$ cat config.mk
export PLATFORM = sky130hd
export DESIGN_NAME = tmo_luma
export DESIGN_NICKNAME = d
export VERILOG_FILES = /design/src/rtl/tmo_pkg.sv /design/src/rtl/tmo_luma.sv
export SDC_FILE = /design/constraint.sdc
export NUM_CORES = 1
export LEC_CHECK = 0
export BUFFER_PORTS_ARGS = -buffer_cell sky130_fd_sc_hd__buf_4
export CORE_MARGIN = 4
export CORE_UTILIZATION = 55
export DETAILED_ROUTE_END_ITERATION = 8
export GPL_ROUTABILITY_DRIVEN = 0
export MAX_ROUTING_LAYER = met4
export PLACE_DENSITY = 0.89
export SKIP_LAST_GASP = 1
export SYNTH_ARGS = -nofsm -noshare
export SYNTH_HDL_FRONTEND = slang
export SYNTH_SLANG_ARGS = --single-unit
$ cat constraint.sdc
create_clock -name i_clk -period 7.6 [get_ports i_clk]
set_clock_uncertainty 0.1 [all_clocks]
set_input_delay 0.76 -clock i_clk [delete_from_list [all_inputs] [get_ports i_clk]]
set_output_delay 0.76 -clock i_clk [all_outputs]
set_load 0.01 [all_outputs]
$ cat src/rtl/tmo_pkg.sv
package tmo_pkg;

    localparam int ChanW  = 24;
    localparam int RegW   = 16;
    localparam int OutW   = 17;
    localparam int ProdW  = ChanW + RegW;
    localparam int LumaW  = ProdW + 2 - 16;
    localparam int QuoW   = ChanW;
    localparam int NumW   = ChanW + 16;
    localparam int DenTvW = ChanW + 1;
    localparam int DenInW = LumaW + 1;
    localparam int CfgIdxW = 4;

    // front (2) + luma merge (1) + divider (QuoW) + product (1) + output (1)
    localparam int Latency = 3 + QuoW + 2;

    localparam logic [RegW-1:0] GainRst   = 16'd4096;
    localparam logic [RegW-1:0] CoeffRRst = 16'd13933;
    localparam logic [RegW-1:0] CoeffGRst = 16'd46871;
    localparam logic [RegW-1:0] CoeffBRst = 16'd4732;

    localparam logic [ChanW-1:0] ChanMax = {ChanW{1'b1}};
    localparam logic [OutW-1:0]  OutMax  = {OutW{1'b1}};

    typedef enum logic [CfgIdxW-1:0] {
        CFG_GAIN    = 4'd0,
        CFG_COEFF_R = 4'd1,
        CFG_COEFF_G = 4'd2,
        CFG_COEFF_B = 4'd3
    } t_cfg_idx;

endpackage

$ cat src/rtl/tmo_luma.sv
module tmo_luma
    import tmo_pkg::*;
(
    input  logic             i_clk,
    input  logic             i_en,
    input  logic [ProdW-1:0] i_prod_r,
    input  logic [ProdW-1:0] i_prod_g,
    input  logic [ProdW-1:0] i_prod_b,
    output logic [LumaW-1:0] o_luma
);
    logic [ProdW+1:0] w_sum;
    logic [LumaW-1:0] r_luma;

    assign w_sum = (ProdW+2)'(i_prod_r) + (ProdW+2)'(i_prod_g) + (ProdW+2)'(i_prod_b);

    always_ff @(posedge i_clk) begin
        if (i_en) begin
            r_luma <= w_sum[ProdW+1:16];
        end
    end

    assign o_luma = r_luma;
endmodule

# Yosys cells after proc, flatten, opt, wreduce, memory -nomap -nowiden
# Index checks and enable logic that the tools add are counted.
# Widths: inputs -> output; s select.
[classes]
addsub = 2
[op_table]
columns = ["op", "count"]
rows = [
  ["$add 41x40->42", 1],
  ["$add 40x40->41", 1],
]
[word_totals]
register_bits = 26
word_cells = 3

# Depth between registers and ports, before layout
[depth]
word_depth = 2
depth_mapped = 11

# Worst setup path before layout
# OpenSTA, ideal clock, no wires.
[synth_path]
kind = "input port to flip-flop"
start = "input port i_prod_r[20]"
end = "register r_luma[21], in the netlist o_luma[21] (data pin)"
setup_time_ps = 190
path_slack_ps = 4335
path_stages = 9
t_arrival_ps = 2975
cell_sequence = "fa_1 ha_1 a21oi_2 o21ai_2 a2111oi_4 o41a_1 o21ai_2 and4_4 a2111oi_2"
[synth_between]
elab_chain_cells = 2
[synth_lines]
columns = ["item", "line", "source"]
rows = [
  ["start: declaration", "tmo_luma.sv:6", "input logic [ProdW-1:0] i_prod_r,"],
  ["$add 40x40->41", "tmo_luma.sv:14", "assign w_sum = (ProdW+2)'(i_prod_r) + (ProdW+2)'(i_prod_g) + (ProdW+2)'(i_prod_b);"],
  ["$add 41x40->42", "tmo_luma.sv:14", ""],
  ["named net w_sum[37]", "tmo_luma.sv:11", "logic [ProdW+1:0] w_sum;"],
  ["end signal: assignment", "tmo_luma.sv:18", "r_luma <= w_sum[ProdW+1:16];"],
  ["end: declaration", "tmo_luma.sv:12", "logic [LumaW-1:0] r_luma;"],
]
# The timed path passes the listed nets, and every way through them passes these cells.
# A chain may end at the register's enable or synchronous reset.

# Final worst setup path
[layout_path]
start = "input port i_prod_r[16]"
end = "register r_luma[22], in the netlist o_luma[22] (data pin)"
# The elaborated chain is that of the path after synthesis.

==> metrics.md <==
| Metric | Value |
|---|---|
| Final setup viols | `0` |
| First-pass iteration count of the detailed router | `5` |
| Die Area | `8345 um^2` |
| HPWL Detailed | `9392 um` |
| Share of post-route cells with drive strength above 1 | `0.3087` |
| Mapped Avg Cell Area | `9.625 um^2` |
| Floorplan row count | `30` |
| Syn Std Cell Area | `3821 um^2` |
| Resized Gates After CTS | `0` |
| Fmax | `0.2584 GHz` |
| Critical path required time | `7.56 ns` |
| Pleak | `between 2 and 2.5 nW` |
| Yosys Warn Count | `0` |
| Largest net degree at the start of global routing | `27` |
| Grt ovf | `0` |
| Synth Flop Type | `edfxtp_1` |
| Synth top area share | `0.2043` |
| Syn Nets | `597` |
| Synth cell types | `57` |
| Post-CTS setup buffers | `0` |
| CTS Buffer Depth | `2` |
| Post-route DRC | `0` |
| Worst-margin pin slew | `0.7354 ns` |
| Die W | `91.35 um` |
| Cts bufs inserted | `3` |
| Pwr Density | `187.7 nW/um^2` |
| H-tree levels | `1` |
| Final ANT Viol Nets | `0` |
| Max_cap viols | `0` |
| First-pass GRT wire length | `about 17,000 um` |
| Worst-path fanout max | `8` |
| Most frequent cells in the layout | `buf_4 (147), fa_1 (39), ha_1 (39)` |
| Critical Path Sink Type | `flop` |
| Drt total wl | `10,620 um` |
| Final Hold Fails | `0` |
| Number of synthesized flops with an enable pin | `26` |
| Total GRT Usage | `0.2577` |
| Core area | `6756 um^2` |
| Post-route setup TNS | `0 ns` |
| Vias in the first global route | `3,800` |
| Port-buffer cells | `147` |
| Max reg flops | `26` |
| #FFs+latches synth | `26` |
| IO Count | `148` |
| Commonest non-fill, non-tap cell in the layout | `buf_4` |
| Fin crit share | `0.5091` |
| Seq/Total Area, Yosys | `0.2043` |
| Gate Count Post-Synth | `397` |
| Minimum clock period | `3.869 ns` |
| Crit Path Category | `in -> reg` |
| Peak supply drop | `0.00008097 V` |
| DR iter-0 viols | `364` |
| Hold Slack | `~0.81 ns` |
| Clk sinks | `26` |
| CTS tree | `done` |
| WP data arrival | `3.83 ns` |
| Via count | `3,816` |
| Die Ht | `91.35 um` |
| Hold Crit Class | `in -> reg` |
| Main area contributors after synthesis | `fa_1 (20%), edfxtp_1 (20%), ha_1 (13%), a21oi_1 (4.8%), nand2_1 (3.1%)` |
| Vias per cell | `6.145` |
| Slew Viols, Final | `0` |
| Area growth syn-to-layout | `31.63%` |
| Initial antenna violation count | `0` |
| CTS Hold Bufs | `0` |
| Root Buffer | `clkbuf_8` |
| Final #Nets | `742` |
| Antenna diodes | `0` |
| Startpoint types | `input pin` |
| Clock-pin slew on the worst setup and hold paths | `0.08 ns` |
| Per-cell routed wire length | `between 15 and 20 um` |
| RSZ-0062 raised after global routing | `false` |
| Status | `completed` |
| Slew margin rel. | `0.5046` |
| Ys async rst share | `0` |
| Cell accounting for the most synthesized area | `fa_1` |
| Initial cell density of the core | `0.5656` |
cells in the mapped netlist, types with 4 or more instances:
master and instances:
o21ai_0 20, inv_1 26, a21o_1 10, a31oi_1 6
o21bai_1 10, nand3_1 6, nand4_1 16, and2_1 8
nand2_1 32, fa_1 39, buf_2 4, ha_1 39
a21oi_2 4, xnor2_1 10, edfxtp_1 26, nor2_1 23
o211ai_1 6, and3_1 7, xor2_1 10, a21oi_1 37
nor3_1 5
cell families after synthesis:
group / Yosys count / synth area share
adders and majority gates: 78 / 0.3320
AOI/OAI and AO/OA: 129 / 0.2312
xor gates and xnor gates: 20 / 0.04584
buffers and inverters: 33 / 0.03602
muxes: 2 / 0.005566
DFF: 26 / 0.2043
and+or+nand+nor: 109 / 0.1451
path summary, 6_finish.rpt:
check  slack, ns         end  cells past startpoint          from
max         3.73  o_luma[22]                     10  i_prod_r[16]
min         0.81  o_luma[11]                      1          i_en
layout make-up:
type,count,area (um^2)
multi-input cells,338,2903
fillers,522,1727
repair buffers,147,1104
flip-flops and latches,26,780.7
well taps,80,100.1
inverters,26,97.59
clock buffers,3,41.29
clock inverters,1,3.754
report_power, final:
group / internal, mW / switching, mW
Clock: 0.0361 / 0.0393
Combinational: 0.274 / 0.360
Sequential: 0.221 / 0.0134
Total: 0.532 / 0.412
critical path, stage by stage:
cell and delay (ns):
buf_4 0.12, fa_1 0.49, ha_1 0.51, nand4_1 0.27, nor4_2 0.42, o211ai_1 0.22
nand4_1 0.23, nand4_1 0.25, a21bo_1 0.24, a221oi_2 0.32
per-layer routing:
metal,wire (um),GRT usage
met4,189,0.06784
met1,4232,0.3211
met2,5295,0.4445
met3,903,0.03148
met5,0,-
per-stage QoR:
step             util  total power, mW  instances  worst slack [ns]  area [um^2]
3_3_place_gp   0.7378           0.8366        617             3.714         4985
2_1_floorplan       -           0.6251        397             4.335         3821
5_1_grt        0.7444            1.009        621             3.633         5030
3_5_place_dp   0.7378           0.8600        617             3.548         4985
6_report       0.7444           0.9442        621             3.731         5030
4_1_cts        0.7444           0.9359        621             3.801         5030
No activity file was read; power rests on OpenSTA's default activity.
