File: config.mk
export PLATFORM = sky130hd
export DESIGN_NAME = tmo_lane_front
export DESIGN_NICKNAME = d
export VERILOG_FILES = /design/src/rtl/tmo_pkg.sv /design/src/rtl/tmo_lane_front.sv
export SDC_FILE = /design/constraint.sdc
export NUM_CORES = 2
export LEC_CHECK = 0
export ABC_AREA = 1
export BUFFER_PORTS_ARGS = -buffer_cell sky130_fd_sc_hd__buf_2
export CAP_MARGIN = 20
export CORE_MARGIN = 8
export CORE_UTILIZATION = 60
export DETAILED_ROUTE_END_ITERATION = 7
export GPL_TIMING_DRIVEN = 0
export PLACE_DENSITY = 0.78
export SLEW_MARGIN = 20
export SYNTH_ARGS = -nofsm -noshare
export SYNTH_HDL_FRONTEND = slang
export SYNTH_SLANG_ARGS = --single-unit
File: constraint.sdc
create_clock -name i_clk -period 21.6 [get_ports i_clk]
set_clock_uncertainty 0.1 [all_clocks]
set_input_delay 4.32 -clock i_clk [delete_from_list [all_inputs] [get_ports i_clk]]
set_output_delay 4.32 -clock i_clk [all_outputs]
set_load 0.1 [all_outputs]
File: src/rtl/tmo_pkg.sv
package tmo_pkg;

    localparam int ChanW  = 24;
    localparam int RegW   = 16;
    localparam int OutW   = 17;
    localparam int ProdW  = ChanW + RegW;
    localparam int LumaW  = ProdW + 2 - 16;
    localparam int QuoW   = ChanW;
    localparam int NumW   = ChanW + 16;
    localparam int DenTvW = ChanW + 1;
    localparam int DenInW = LumaW + 1;
    localparam int CfgIdxW = 4;

    // front (2) + luma merge (1) + divider (QuoW) + product (1) + output (1)
    localparam int Latency = 3 + QuoW + 2;

    localparam logic [RegW-1:0] GainRst   = 16'd4096;
    localparam logic [RegW-1:0] CoeffRRst = 16'd13933;
    localparam logic [RegW-1:0] CoeffGRst = 16'd46871;
    localparam logic [RegW-1:0] CoeffBRst = 16'd4732;

    localparam logic [ChanW-1:0] ChanMax = {ChanW{1'b1}};
    localparam logic [OutW-1:0]  OutMax  = {OutW{1'b1}};

    typedef enum logic [CfgIdxW-1:0] {
        CFG_GAIN    = 4'd0,
        CFG_COEFF_R = 4'd1,
        CFG_COEFF_G = 4'd2,
        CFG_COEFF_B = 4'd3
    } t_cfg_idx;

endpackage

File: src/rtl/tmo_lane_front.sv
module tmo_lane_front
    import tmo_pkg::*;
(
    input  logic             i_clk,
    input  logic             i_en,
    input  logic [ChanW-1:0] i_x,
    input  logic [RegW-1:0]  i_gain,
    input  logic [RegW-1:0]  i_coeff,
    output logic [ProdW-1:0] o_prod,
    output logic [ChanW-1:0] o_c
);
    logic [ProdW-1:0] w_scaled;
    logic [ProdW-13:0] w_shift;
    logic [ChanW-1:0] n_c;
    logic [ChanW-1:0] r_c;
    logic [ChanW-1:0] r_cb;
    logic [ChanW-1:0] r_cc;
    logic [ProdW-1:0] r_prod;

    assign w_scaled = ProdW'(i_x) * ProdW'(i_gain);
    assign w_shift  = w_scaled[ProdW-1:12];
    assign n_c = (w_shift > (ProdW-12)'(ChanMax)) ? ChanMax : w_shift[ChanW-1:0];

    always_ff @(posedge i_clk) begin
        if (i_en) begin
            r_c    <= n_c;
            r_prod <= ProdW'(r_c) * ProdW'(i_coeff);
            r_cb   <= r_c;
            r_cc   <= r_cb;
        end
    end

    assign o_prod = r_prod;
    assign o_c    = r_cc;
endmodule

Yosys cells after proc, flatten, opt, wreduce, memory -nomap -nowiden
Cells that the tools add are included.
{"block": "op_classes", "n_mul": 2, "order_cmp": 1}
{"operator": "multiplier 24 x 16 -> 40 bit", "count": 2}
{"operator": "> comparator 28 x 24 -> 1 bit, second input constant", "count": 1}
{"block": "totals", "word_cells": 7, "regBits": 112, "output_inout_bits": 64}

Longest topological paths before layout
{"block": "depth", "depth_word": 2, "depth_mapped": 32}

Worst setup path after synthesis
Ideal clock, no wire load.
{"block": "synth_path", "path_kind": "in2reg", "start": "input i_x[14]", "end": "register r_c[10] (data pin)", "path_slack_ns": 11.630, "arrival_time_ns": 9.615, "setup_ns": 0.255, "cell_stages": 30, "n_path_buf": 3, "required_time_ns": 21.245, "path_cell_list": "clkbuf_1 clkbuf_1 nand2_1 fa_1 inv_1 fa_1 inv_1 fa_1 inv_1 fa_1 fa_1 inv_1 fa_1 inv_1 ha_1 nand2_1 inv_1 nand2_1 nand2_1 a21oi_1 nand3_2 nand2_1 nand2_1 nand2_1 nand2_1 inv_1 nand2_2 nor2_4 buf_6 nand2_1"}
{"block": "synth_via", "elab_chain_len": 2}
{"item": "start: declaration", "line_no": "tmo_lane_front.sv:6", "rtl": "input logic [ChanW-1:0] i_x,"}
{"item": "multiplier 24 x 16 -> 40 bit (*)", "line_no": "tmo_lane_front.sv:20", "rtl": "assign w_scaled = ProdW'(i_x) * ProdW'(i_gain);"}
{"item": "> comparator 28 x 24 -> 1 bit", "line_no": "tmo_lane_front.sv:22", "rtl": "assign n_c = (w_shift > (ProdW-12)'(ChanMax)) ? ChanMax : w_shift[ChanW-1:0];"}
{"item": "end signal: assignment", "line_no": "tmo_lane_front.sv:26", "rtl": "r_c <= n_c;"}
{"item": "end: declaration", "line_no": "tmo_lane_front.sv:15", "rtl": "logic [ChanW-1:0] r_c;"}
Mark *: on every way between the ends. The rest lies on a longest branch, timed or not.
A chain may end at the register's enable or synchronous reset.

Worst setup path in the final report
{"block": "layout_path", "start": "input i_x[13]", "end": "register r_c[10] (data pin)"}
The elaborated chain is that of the path after synthesis.

==> impl_metrics.csv <==
group,metric,value,unit
drt,postRouteAntennaNets,0,
cts,ctsResizeCount,0,
finish,drive_gt1_frac,0.03526,
place,placed_cell_area,0.03049,mm2
worst_setup_path,crit_fanout,10,
place,io_buffer_count,99,
finish,diodes,0,
status,outcome,"completed",
worst_setup_path,crit_path_max_incr_delay,0.62,ns
grt,first_global_vias,24265,
synth,synth_cells,3628,
timing,post-route-period-util,0.5076,
cts,h-tree-depth,3,
timing,post-route-min-period,10.96,ns
run,drv_cap,0,
cts,root_buffer,"clkbuf_16",
drt,vias,23549,
cts,cts_tree,"yes",
worst_setup_path,critPathLaunch,"i_x[13]",
synth,ys.flop_type,"edfxtp_1",
worst_setup_path,endpoint_kind,"flip-flop",
place,post-dp-hpwl,68.17,mm
finish,final_area,0.03079,mm2
cts,cts.path.max_buffers,2,
min_path,hp-start,"r_cb[16]$_DFFE_PP_",
drt,vias_per_cell,5.394,
synth,synth_nets,4518,
synth,yosysSeqAreaShare,0.1153,
min_path,worst_hold_path_type,"reg2reg",
place,gp_congestion,1.005,
grt,grt_usage,0.2942,
worst_setup_path,cp-start-kind,"input pin",
worst_setup_path,crit_type,"in2reg",
drt,drt_wl_total,80.04,mm
timing,relSlewSlack,0.4570,
synth,synth_area,0.02918,mm2
cts,ctsHoldBuffers,0,
cts,cts_sinks,112,
finish,layout_common_cells,"nand2_1, inv_1, fa_1, ha_1, clkbuf_1",
drt,highest_layer,"met4",
synth,synth_cell_types,28,
drt,drtPass1Iterations,7,
cts,clk_latency,0.39,ns
grt,overflow,0,
cts,clk_pin_slew,0.08,ns
finish,areaGrowthSynthToFinish,5.505,%
drt,wl_met1,31.74,mm
floorplanning,row_count,81,
floorplanning,core-area,0.04844,mm2
timing,slew_viol_final,0,
cts,post-cts-setup-buffers,0,
finish,final_common_cell,"nand2_1",
synth,synth_edf_count,112,
timing,finalHoldViolCount,0,
worst_setup_path,cp_common_cell,"nand2_1",
timing,worstMarginPinSlew,0.8060,ns
floorplanning,die_x,236.5,um
synth,yosysWarningCount,0,
synth,synthArstFlopShare,0,
worst_setup_path,crit_required,21.59,ns
drt,dr_wl_met3,8.278,mm
floorplanning,die-area,0.05595,mm2
floorplanning,start_util,0.6024,
floorplanning,ios,122,
timing,clock.fmax,91.20,MHz
worst_setup_path,cp_slowest_cell,"clkbuf_1",
timing,rsz0062_at_grt,"false",
timing,finalSetupTns,0,ns
synth,ys_ff_latch,112,
grt,grt_max_degree,68,
finish,final_net_count,4629,
drt,wire_per_inst,18.33,um
floorplanning,die_y,236.5,um
drt,route.detailed.drc,0,
worst_setup_path,rr_startpoint,"r_c[7]$_SDFFCE_PN1P_",
timing,finalSetupViolations,0,
grt,grt_pass1_wl,128.0,mm
drt,route.met2.wl,35.81,mm
cts,cts_buffers,9,
synth,synth.avg_cell_area,8.043,um2
worst_setup_path,critPathArrivalTime,10.95,ns
grt,antenna_found_initial,0,
drt,drtIter0Drc,2159,
## synth_stat cells (5+ instances only)
cell | instances | share of area
xnor2_1 | 25 | 0.0075
o21ai_0 | 37 | 0.0063
a21o_1 | 11 | 0.0028
ha_1 | 221 | 0.095
xor2_1 | 32 | 0.0096
edfxtp_1 | 112 | 0.12
nand2_1 | 1060 | 0.14
nor3_1 | 15 | 0.0026
nand2_2 | 8 | 0.0017
nand4_1 | 6 | 0.0013
nand3_1 | 42 | 0.0072
o21bai_1 | 9 | 0.0023
a21oi_1 | 74 | 0.013
nor2_1 | 119 | 0.015
a31oi_1 | 12 | 0.0026
fa_1 | 611 | 0.42
a21boi_0 | 5 | 0.0013
clkbuf_1 | 158 | 0.020
inv_1 | 1050 | 0.14
## logic make-up after synthesis
group / after synthesis / share of synthesized area
xor gates and xnor gates: 57 / 0.01711
adders and majority gates: 832 / 0.5139
buffers and inverters: 1210 / 0.1562
AOI/OAI and AO/OA: 153 / 0.02937
and+or+nand+nor: 1264 / 0.1682
DFF: 112 / 0.1153
## routing by layer
metal / vias to the layer above / global-route usage
met5: - / 0
met4: 0 / 0.1382
met3: 252 / 0.06952
met2: 1239 / 0.4567
met1: 11535 / 0.3897
li1: 10523 / -
## worst paths after layout
kind         slack, ns                     to  depth (start not counted)
max              10.64  r_c[10]$_SDFFCE_PN1P_                         25
min               0.31      o_c[16]$_DFFE_PP_                          0
max reg2reg      14.41   o_prod[30]$_DFFE_PP_                         22
min reg2reg       0.31      o_c[16]$_DFFE_PP_                          0
## final cells by class
class | instances | area (um2)
multi-input combinational | 2306 | 21260
clock inverter | 7 | 73.82
sequential | 112 | 3363
timing repair buffer | 100 | 529.3
clock buffer | 9 | 225.2
buffer | 160 | 615.6
tap | 622 | 778.2
fill | 4190 | 17660
inverter | 1050 | 3941
## flip-flops by register name (all words and copies together), names as in the netlist
register / cells
o_prod: 40
o_c: 24
r_c: 24
r_cb: 24
## worst max-delay path, delay by kind of cell
| family | cells | cell delay, ns |
|---|---|---|
| AND/OR/NAND/NOR | 10 | 1.27 |
| buffers and inverters | 6 | 1.30 |
| adder cells (fa/ha/maj) | 7 | 3.44 |
| AO/OA/AOI/OAI | 2 | 0.60 |
## stage by stage
step	instances	worst slack, ns	utilization	hold slack [ns]
after floorplan	3628	11.63	-	0.3003
after global placement	4349	10.35	0.6286	0.3021
after detailed placement	4350	10.35	0.6293	0.3045
after CTS	4366	10.75	0.6355	0.3164
after global routing	4366	10.36	0.6355	0.3262
final	4366	10.64	0.6355	0.3105
Power is not shown: default switching activity piles up to over one toggle a cycle in this logic, so the estimate is an artifact.
